--- src/rtl/smcp_pkg.sv ---
// Shared types, character codes and helpers for the monitor command parser.
`timescale 1ns / 1ps

package smcp_pkg;

    // Bytes accepted on one write line before the line is rejected.
    localparam int MAX_LINE_BYTES = 16;

    // Characters that steer the parser.
    localparam logic [7:0] CH_NL    = 8'd10;
    localparam logic [7:0] CH_SPACE = 8'h20;
    localparam logic [7:0] CH_DOT   = 8'h2E;
    localparam logic [7:0] CH_ZERO  = 8'h30;
    localparam logic [7:0] CH_NINE  = 8'h39;
    localparam logic [7:0] CH_LC_A  = 8'h61;
    localparam logic [7:0] CH_LC_F  = 8'h66;
    localparam logic [7:0] CH_LC_X  = 8'h78;
    localparam logic [7:0] CH_UC_D  = 8'h44;
    localparam logic [7:0] CH_UC_E  = 8'h45;
    localparam logic [7:0] CH_UC_G  = 8'h47;

    // What the address being collected is for.
    typedef enum logic [1:0] {
        TGT_WRITE = 2'd0,
        TGT_DUMP  = 2'd1,
        TGT_JUMP  = 2'd2
    } target_t;

    // One result beat.
    typedef struct packed {
        logic        tx_valid;
        logic [7:0]  tx_char;
        logic        write_valid;
        logic [31:0] write_addr;
        logic [7:0]  write_data;
        logic        dump_valid;
        logic [31:0] dump_addr;
        logic [31:0] dump_len;
        logic        jump_valid;
        logic [31:0] jump_addr;
    } result_t;

    // Lower-case hex digit to its value; anything else reads as 0xF.
    function automatic logic [3:0] nibble_of(input logic [7:0] c);
        logic [7:0] d;
        begin
            d = 8'h0F;
            if (c >= CH_ZERO && c <= CH_NINE)
            begin
                d = c - CH_ZERO;
            end
            else if (c >= CH_LC_A && c <= CH_LC_F)
            begin
                d = c - CH_LC_A + 8'd10;
            end
            return d[3:0];
        end
    endfunction

endpackage

--- src/rtl/smcp_out_stage.sv ---
// Output register for result beats, with valid/stall handshake.
`timescale 1ns / 1ps

module smcp_out_stage
(
    input  logic             clk,
    input  logic             rst_n,
    input  logic             load,
    input  smcp_pkg::result_t res_in,
    input  logic             out_stall,
    output logic             out_valid,
    output smcp_pkg::result_t res_out
);
    import smcp_pkg::*;

    logic    valid_reg;
    result_t res_reg;

    // Valid flag: set on a load, cleared once the beat is taken.
    always_ff @(posedge clk or negedge rst_n)
    begin
        if (!rst_n)
        begin
            valid_reg <= 1'b0;
        end
        else if (load)
        begin
            valid_reg <= 1'b1;
        end
        else if (!out_stall)
        begin
            valid_reg <= 1'b0;
        end
    end

    // Payload holds while stalled; load must only happen when the slot is free, and this stage does not enforce it.
    always_ff @(posedge clk)
    begin
        if (load)
        begin
            res_reg <= res_in;
        end
    end

    assign out_valid = valid_reg;
    assign res_out   = res_reg;

endmodule

--- src/rtl/serial_monitor_command_parser.sv ---
// Top level of the monitor command parser: line parsing state machine and result stage.
`timescale 1ns / 1ps

//  channel | beat contents                              | handshake
//  --------+--------------------------------------------+---------------------
//  in      | rx_char                                    | in_valid / in_stall
//  out     | tx, write, dump and jump fields            | out_valid / out_stall
//
// Each character beat produces exactly one result beat, registered in the cycle after it is accepted.
// A new character is taken every cycle unless the output register is full
// and stalled; in_stall follows out_stall only while a result is waiting.
// Reset puts the parser idle with echo off and clears the accumulators.
// After a go command the parser halts and returns all-zero results.

module serial_monitor_command_parser
(
    input  logic        clk,
    input  logic        rst_n,
    input  logic        in_valid,
    output logic        in_stall,
    input  logic [7:0]  rx_char,
    output logic        out_valid,
    input  logic        out_stall,
    output logic        tx_valid,
    output logic [7:0]  tx_char,
    output logic        write_valid,
    output logic [31:0] write_addr,
    output logic [7:0]  write_data,
    output logic        dump_valid,
    output logic [31:0] dump_addr,
    output logic [31:0] dump_len,
    output logic        jump_valid,
    output logic [31:0] jump_addr
);
    import smcp_pkg::*;

    typedef enum logic [3:0] {
        M_IDLE,
        M_CMD,
        M_ZERO,
        M_ADDR,
        M_BYTE_HI,
        M_BYTE_LO,
        M_DUMP_LEN,
        M_ERROR,
        M_HALT
    } mode_t;

    mode_t       mode_reg,   mode_next;
    target_t     target_reg, target_next;
    logic [31:0] addr_reg,   addr_next;
    logic [31:0] count_reg,  count_next;
    logic [3:0]  hi_reg,     hi_next;
    logic        echo_reg,   echo_next;

    logic        accept;
    logic [3:0]  nib;
    result_t     res;
    result_t     res_q;

    assign in_stall = out_valid & out_stall;
    assign accept   = in_valid & ~in_stall;
    assign nib      = nibble_of(rx_char);

    // Next state and result for the character on the input port.
    always_comb
    begin
        mode_next   = mode_reg;
        target_next = target_reg;
        addr_next   = addr_reg;
        count_next  = count_reg;
        hi_next     = hi_reg;
        echo_next   = echo_reg;
        res         = '0;

        if (mode_reg != M_HALT)
        begin
            if (echo_reg)
            begin
                res.tx_valid = 1'b1;
                res.tx_char  = rx_char;
            end
            else if (rx_char == CH_NL)
            begin
                res.tx_valid = 1'b1;
                res.tx_char  = CH_DOT;
            end
        end

        case (mode_reg)
            M_IDLE:
            begin
                if (rx_char == CH_SPACE)
                begin
                    mode_next = M_IDLE;
                end
                else if (rx_char == CH_ZERO)
                begin
                    mode_next   = M_ZERO;
                    target_next = TGT_WRITE;
                end
                else if (rx_char == CH_UC_E)
                begin
                    echo_next = ~echo_reg;
                    mode_next = M_ERROR;
                end
                else if (rx_char == CH_UC_D)
                begin
                    target_next = TGT_DUMP;
                    mode_next   = M_CMD;
                end
                else if (rx_char == CH_UC_G)
                begin
                    target_next = TGT_JUMP;
                    mode_next   = M_CMD;
                end
                else if (rx_char != CH_NL)
                begin
                    mode_next = M_ERROR;
                end
            end
            M_CMD:
            begin
                if (rx_char == CH_ZERO)
                begin
                    mode_next = M_ZERO;
                end
                else if (rx_char == CH_NL)
                begin
                    mode_next = M_IDLE;
                end
            end
            M_ZERO:
            begin
                if (rx_char == CH_LC_X)
                begin
                    mode_next = M_ADDR;
                    addr_next = '0;
                end
                else if (rx_char == CH_NL)
                begin
                    mode_next = M_IDLE;
                end
                else
                begin
                    mode_next = M_ERROR;
                end
            end
            M_ADDR:
            begin
                if (rx_char == CH_SPACE || rx_char == CH_NL)
                begin
                    count_next = '0;
                    case (target_reg)
                        TGT_JUMP:
                        begin
                            res.jump_valid = 1'b1;
                            res.jump_addr  = addr_reg;
                            mode_next      = M_HALT;
                        end
                        TGT_DUMP:
                        begin
                            mode_next = M_DUMP_LEN;
                        end
                        default:
                        begin
                            mode_next = M_BYTE_HI;
                        end
                    endcase
                end
                else
                begin
                    addr_next = {addr_reg[27:0], nib};
                end
            end
            M_BYTE_HI:
            begin
                if (rx_char == CH_NL)
                begin
                    mode_next = M_IDLE;
                end
                else if (rx_char == CH_SPACE)
                begin
                    mode_next = M_BYTE_HI;
                end
                else if (count_reg >= 32'(MAX_LINE_BYTES))
                begin
                    mode_next = M_ERROR;
                end
                else
                begin
                    hi_next   = nib;
                    mode_next = M_BYTE_LO;
                end
            end
            M_BYTE_LO:
            begin
                if (rx_char == CH_NL)
                begin
                    mode_next = M_IDLE;
                end
                else
                begin
                    res.write_valid = 1'b1;
                    res.write_addr  = addr_reg + count_reg;
                    res.write_data  = {hi_reg, nib};
                    count_next      = count_reg + 32'd1;
                    mode_next       = M_BYTE_HI;
                end
            end
            M_DUMP_LEN:
            begin
                if (rx_char == CH_NL)
                begin
                    res.dump_valid = 1'b1;
                    res.dump_addr  = addr_reg;
                    res.dump_len   = count_reg;
                    mode_next      = M_IDLE;
                end
                else
                begin
                    count_next = {count_reg[27:0], nib};
                end
            end
            M_ERROR:
            begin
                if (rx_char == CH_NL)
                begin
                    mode_next = M_IDLE;
                end
            end
            M_HALT:
            begin
                mode_next = M_HALT;
            end
            default:
            begin
                mode_next = M_IDLE;
            end
        endcase
    end

    // Parser state advances once per accepted character beat.
    always_ff @(posedge clk or negedge rst_n)
    begin
        if (!rst_n)
        begin
            mode_reg   <= M_IDLE;
            target_reg <= TGT_WRITE;
            addr_reg   <= '0;
            count_reg  <= '0;
            hi_reg     <= '0;
            echo_reg   <= 1'b0;
        end
        else if (accept)
        begin
            mode_reg   <= mode_next;
            target_reg <= target_next;
            addr_reg   <= addr_next;
            count_reg  <= count_next;
            hi_reg     <= hi_next;
            echo_reg   <= echo_next;
        end
    end

    // Result register toward the output channel.
    smcp_out_stage u_out_stage
    (
        .clk       (clk),
        .rst_n     (rst_n),
        .load      (accept),
        .res_in    (res),
        .out_stall (out_stall),
        .out_valid (out_valid),
        .res_out   (res_q)
    );

    assign tx_valid    = res_q.tx_valid;
    assign tx_char     = res_q.tx_char;
    assign write_valid = res_q.write_valid;
    assign write_addr  = res_q.write_addr;
    assign write_data  = res_q.write_data;
    assign dump_valid  = res_q.dump_valid;
    assign dump_addr   = res_q.dump_addr;
    assign dump_len    = res_q.dump_len;
    assign jump_valid  = res_q.jump_valid;
    assign jump_addr   = res_q.jump_addr;

endmodule
--- config.mk ---
export PLATFORM = sky130hd
export DESIGN_NAME = serial_monitor_command_parser
export DESIGN_NICKNAME = d
export VERILOG_FILES = /design/src/rtl/smcp_pkg.sv /design/src/rtl/smcp_out_stage.sv /design/src/rtl/serial_monitor_command_parser.sv
export SDC_FILE = /design/constraint.sdc
export NUM_CORES = 1
export LEC_CHECK = 0
export BUFFER_PORTS_ARGS = -buffer_cell sky130_fd_sc_hd__buf_2
export CAP_MARGIN = 20
export CORE_UTILIZATION = 45
export DETAILED_ROUTE_END_ITERATION = 10
export PLACE_DENSITY = 0.65
export SLEW_MARGIN = 15
export SYNTH_ARGS = -nofsm -noshare
export SYNTH_HDL_FRONTEND = slang
export SYNTH_SLANG_ARGS = --single-unit
--- constraint.sdc ---
create_clock -name clk -period 5.75 [get_ports clk]
set_input_delay 1.15 -clock clk [delete_from_list [all_inputs] [get_ports clk]]
set_output_delay 1.15 -clock clk [all_outputs]
set_load 0.005 [all_outputs]
## Word-level counts from Yosys, hierarchy flattened

Cells that the tools add are included.

| storage, ports and cells | value |
|---|---|
| logic and storage cells | 118 |
| bits in registers | 224 |
| bits of input ports | 12 |
| output and inout port bits | 150 |

| cells by class | value |
|---|---|
| equal/unequal tests | 27 |
| reduce and logical (&&, ||, !) cells | 18 |
| order comparisons | 5 |
| add/subtract/negate cells | 5 |
| mux-type cells | 37 |
| bitwise operators | 9 |

Operators by type and width:

| kind | number |
|---|---|
| two-way mux 32 bit | 5 |
| one-hot mux 32 bit (3 select lines) | 1 |
| two-way mux 65 bit | 1 |
| one-hot mux 32 bit (2 select lines) | 1 |
| two-way mux 4 bit | 11 |
| two-way mux 41 bit | 1 |
| two-way mux 33 bit | 1 |
| adder 32 x 1 -> 32 bit (second input constant) | 1 |
| adder 32 bit | 1 |
| equality test 8 x 7 -> 1 bit (second input constant) | 4 |
| greater-or-equal comparator 32 x 5 -> 1 bit (second input constant) | 1 |
| one-hot mux 4 bit (8 select lines) | 1 |
| AND reduction 5 bit | 4 |
| two-way mux 9 bit | 2 |
| equality test 4 x 3 -> 1 bit (second input constant) | 4 |
| equality test 8 x 6 -> 1 bit (second input constant) | 2 |
| two-way mux 2 bit | 6 |
| two-way mux 3 bit | 4 |
| != test 2 bit (second input constant) | 6 |
| equality test 4 x 2 -> 1 bit (second input constant) | 2 |
| equality test 8 x 4 -> 1 bit (second input constant) | 1 |
| greater-or-equal comparator 8 x 6 -> 1 bit (second input constant) | 1 |
| greater-or-equal comparator 8 x 7 -> 1 bit (second input constant) | 1 |
| <= comparator 8 x 6 -> 1 bit (second input constant) | 1 |
| 24 further kinds | 38 |

## Logic depth before layout (Yosys ltp)

| depth | value |
|---|---|
| depth after elaboration | 8 |
| depth in mapped cells | 10 |
| gate-level depth less buffers | 10 |

## Cells and area by module

Synthesis repeated with hierarchy kept, for this count alone.

| second synthesis, totals | value |
|---|---|
| cells, all modules | 1,048 |
| area total of the unflattened synthesis | 11,478.5 sq um |

Modules (own cells, without submodules):

| module | sequential area each (sq um) | cells an instance | times used | area each (sq um) |
|---|---|---|---|---|
| serial_monitor_command_parser | 1,876.8 | 898 | 1 | 7,001.7 |
| smcp_out_stage | 4,469.3 | 150 | 1 | 4,476.8 |

## Worst setup path after synthesis

No wires, ideal clock.

| timing path | value |
|---|---|
| kind | input-to-reg |
| from | in out_stall |
| to | reg hi_reg[0] |
| library setup time | 0.127 ns |
| stages | 5 |
| buffers on the path | 0 |
| data arrival time | 5.501 ns |
| required time | 5.623 ns |
| slack | 0.122 ns |
| cells stage by stage | nand2_1 > nand2_1 > inv_1 > nand3_1 > mux2_2 |

| between the ends | value |
|---|---|
| word-level cells in the longest chain between the ends | 4 |

RTL lines:

| element | line | RTL |
|---|---|---|
| start: declaration | serial_monitor_command_parser.sv:23 | `input logic out_stall,` |
| bitwise AND 1 bit | serial_monitor_command_parser.sv:61 | `assign in_stall = out_valid & out_stall;` |
| inverter 1 bit | serial_monitor_command_parser.sv:62 | `assign accept = in_valid & ~in_stall;` |
| bitwise AND 1 bit | serial_monitor_command_parser.sv:62 |  |
| named net accept | serial_monitor_command_parser.sv:56 | `logic accept;` |
| AND reduction 5 bit (no line) | - |  |
| end signal: assignment | serial_monitor_command_parser.sv:261 | `hi_reg <= hi_next;` |
| end: declaration | serial_monitor_command_parser.sv:53 | `logic [3:0] hi_reg, hi_next;` |

The timed path passes the listed nets, and every way through them passes these cells.
A chain may end at the register's enable or synchronous reset.

## Worst setup path in the final report

| timing path | value |
|---|---|
| from | in rx_char[1] |
| to | reg count_reg[20] |

| between the ends | value |
|---|---|
| word-level cells in the longest chain between the ends | 4 |
| elaborated cells on any way between the ends | 7 |
| classes of those cells | 5 x eq/ne; 2 x reduce/logical |

RTL lines:

| element | line | RTL |
|---|---|---|
| start: declaration | serial_monitor_command_parser.sv:21 | `input logic [7:0] rx_char,` |
| equality test 8 x 6 -> 1 bit or equality test 8 x 4 -> 1 bit (tied branches) | serial_monitor_command_parser.sv:151, serial_monitor_command_parser.sv:198, serial_monitor_command_parser.sv:213 |  |
| logical OR 1 bit | serial_monitor_command_parser.sv:151 | `if (rx_char == CH_SPACE \|\| rx_char == CH_NL)` |
| != test 2 bit (no line) | - |  |
| AND reduction 5 bit (no line) * | - |  |
| end signal: assignment | serial_monitor_command_parser.sv:260 | `count_reg <= count_next;` |
| end: declaration | serial_monitor_command_parser.sv:52 | `logic [31:0] count_reg, count_next;` |

Mark *: on every way between the ends. The rest lies on a longest branch, timed or not.

==> impl_metrics.tcl <==
set metrics [dict create \
    cts_tree "built" \
    start_util_pct 46.2 \
    die-area_um2 25800 \
    root_buffer "clkbuf_16" \
    syn-num-nets 1106 \
    yosys.area.top_type "edfxtp_1" \
    powerDensity_nw_per_um2 365 \
    gp_congestion 0.937 \
    synth.area.top_cells "edfxtp_1 (39%), dfrtp_1 (17%), ha_1 (4.1%)" \
    hold_path_class "in -> async" \
    synth_flop_cell "edfxtp_1" \
    setup_viol 0 \
    track_usage_pct 21.9 \
    crit_required_ns 6.14 \
    cp.arrival_ns 3.58 \
    fp.dieH_um 161 \
    grt_pass1_vias 8167 \
    synth_edf_count 148 \
    avgRoutedWirePerCell_um 18.6 \
    fin_crit_sh_pct 55.5 \
    clk_path_buf_depth 3 \
    largest_reg_flops 148 \
    cts-htree-levels 1 \
    syn_area_per_cell_um2 10.7 \
    startpoint_type "input pin" \
    dpl_cell_area_um2 12400 \
    yosys_warnings 0 \
    grt_setup_unrepaired "false" \
    fin_setup_tns_ns 0 \
    cp-end-kind "flip-flop" \
    layout_setup_ws_ns 2.56 \
    syn2layout_area_growth_pct 16.3 \
    rows 57 \
    maxCapViolCount 0 \
    syn_inst 1056 \
    clk_latency_ns 0.52 \
    drtIter0Drc 891 \
    synth-seq-cells 224 \
    clkTransAtPathRegs_ns 0.06 \
    io_buffers 161 \
    num_antenna_cells 0 \
    final.fill_count 2174 \
    antenna_found_initial 0 \
    placeableCoreArea_um2 24500 \
    hold_viol_final 0 \
    power.total_mw 4.81 \
    max_freq_mhz 314 \
    via_count 8752 \
    synth_top_cell_area_share_pct 39.2 \
    worst_r2r_endpoint "u_out_stage.res_out[134]$_SDFFCE_PN0P_" \
    detail-route-antenna-nets 0 \
    cts_setup_buffers 0 \
    clock_sinks 224 \
    fin_crit_ns 3.19 \
    design_area_um2 13200 \
    drc 0 \
    reg2reg_depth 10 \
    rr_startpoint "count_reg[0]$_DFFE_PN0P_" \
    reg2reg_slack_ns 2.75 \
    report.final.slew_viol_count 0 \
    synthArstFlopShare_pct 33.9 \
    grt_pass1_wl_um 45100 \
    drt_first_pass_iters 5 \
    slew_headroom_pct 34.8 \
    overflow 0 \
    nets 1236 \
    path_class "in -> reg" \
    ys_types 68 \
    numCtsBuffers 24 \
    grt_max_degree 82 \
    cts_resized 0 \
    crit_fanout 29 \
    hold_ws_ns 0.445 \
    clock_skew_ns 0.00890 \
    drive_gt1_share_pct 18.7 \
    die_x_um 161 \
    routed_wl_um 28400 \
    io_pins 162 \
    vdd_drop_max_mv 0.198 \
    syn_area_um2 11300 \
    yosysSeqAreaShare_pct 55.9 \
    preCtsSetupSlack_ns 2.06 \
    outcome "finished, final reports clean" \
    routed_via_density 5.73 \
    worst_pin_slew_ns 0.978 \
    hpwl_um 19700 \
    leakage_nw 5.65 \
    ctsHoldBuffers 0 \
]
placed cells by master, fill, tap and decap left out, types with 5 or more instances in the layout:
cell       count
nand4_1       21
clkbuf_16     25
buf_4         12
o21ai_1       27
nand2_1       71
a31oi_1       12
and4_1         5
xnor2_1       17
a22o_1        34
a21o_1        15
nor2_1        80
xor2_1         8
inv_1         29
nand3_1       25
o21a_1         6
clkbuf_1       7
nor3_1        35
a21oi_1       72
dfrtp_1       76
o2bb2ai_1      5
nor4_1        15
o21ai_0       43
o22ai_1        8
a211oi_1       7
ha_1          37
and3_1        72
a32oi_1        5
buf_2        160
edfxtp_1     148
and2_1        42
cell usage after synthesis, types with 34 or more instances:
cell type  instances
o21ai_0           43
clkbuf_1          55
nand2_1           71
edfxtp_1         148
nor2_1            81
nor3_1            35
and3_1            72
and2_1            42
a22o_1            34
dfrtp_1           76
a21oi_1           72
ha_1              37
cell type report:
cell class	count	area [µm²]	area share [%]
sequential	224	6350	48.1
multi-input combinational	733	4590	34.8
timing repair buffer	173	906	6.87
clock buffer	35	693	5.26
tap	324	405	3.07
clock inverter	9	129	0.977
inverter	30	118	0.892
power breakdown:
| part | leakage (nW) | internal (mW) | switching [mW] | total (mW) |
|---|---|---|---|---|
| Combinational | 2.76 | 0.394 | 0.681 | 1.08 |
| Clock | 0.396 | 0.971 | 0.619 | 1.59 |
| Sequential | 2.49 | 1.90 | 0.239 | 2.14 |
| Total | 5.65 | 3.27 | 1.54 | 4.81 |
critical path, cell delays in order:
cell     delay [ns]
buf_2          0.13
inv_1          0.11
ha_1           0.29
nor2b_4        0.23
nand4_1        0.17
nand2_1        0.14
a32o_1         0.15
nand2_1        0.50
buf_4          0.45
o21ai_0        0.17
o21ai_1        0.08
stage by stage:
step	util [%]	instances
3_3_place_gp	50.4	1483
4_1_cts	53.8	1528
3_5_place_dp	50.4	1484
2_1_floorplan	-	1056
5_1_grt	53.8	1528
6_report	53.8	1528
worst max path at each step:
stage          startpoint                         to  slack [ns]  cells after the start
6_report       rx_char[1]  count_reg[20]$_DFFE_PN0P_        2.56                     11
5_1_grt        rx_char[1]  count_reg[31]$_DFFE_PN0P_        2.23                     11
4_1_cts        rx_char[1]  count_reg[20]$_DFFE_PN0P_        2.60                     11
3_5_place_dp   rx_char[1]  count_reg[20]$_DFFE_PN0P_        2.06                     11
3_3_place_gp   rx_char[1]  count_reg[25]$_DFFE_PN0P_        2.16                     11
2_1_floorplan   out_stall      hi_reg[0]$_DFFE_PN0P_        0.12                      5
kinds of logic after synthesis:
kind of cell	synth area share, %
muxes	0.463
DFF	55.9
and+or+nand+nor	18.5
adders and majority gates	4.26
xor gates and xnor gates	1.93
AOI/OAI and AO/OA	15.3
buffers and inverters	3.60
per-layer routing:
metal / global-route usage [%] / vias up / wire (µm)
met5: 0 / - / 0
met4: 6.30 / 0 / 609
met3: 2.43 / 42 / 1570
met2: 34.8 / 310 / 13100
met1: 31.6 / 4181 / 13100
li1: - / 4219 / -
Note: power is estimated with default switching activity, not from simulation.
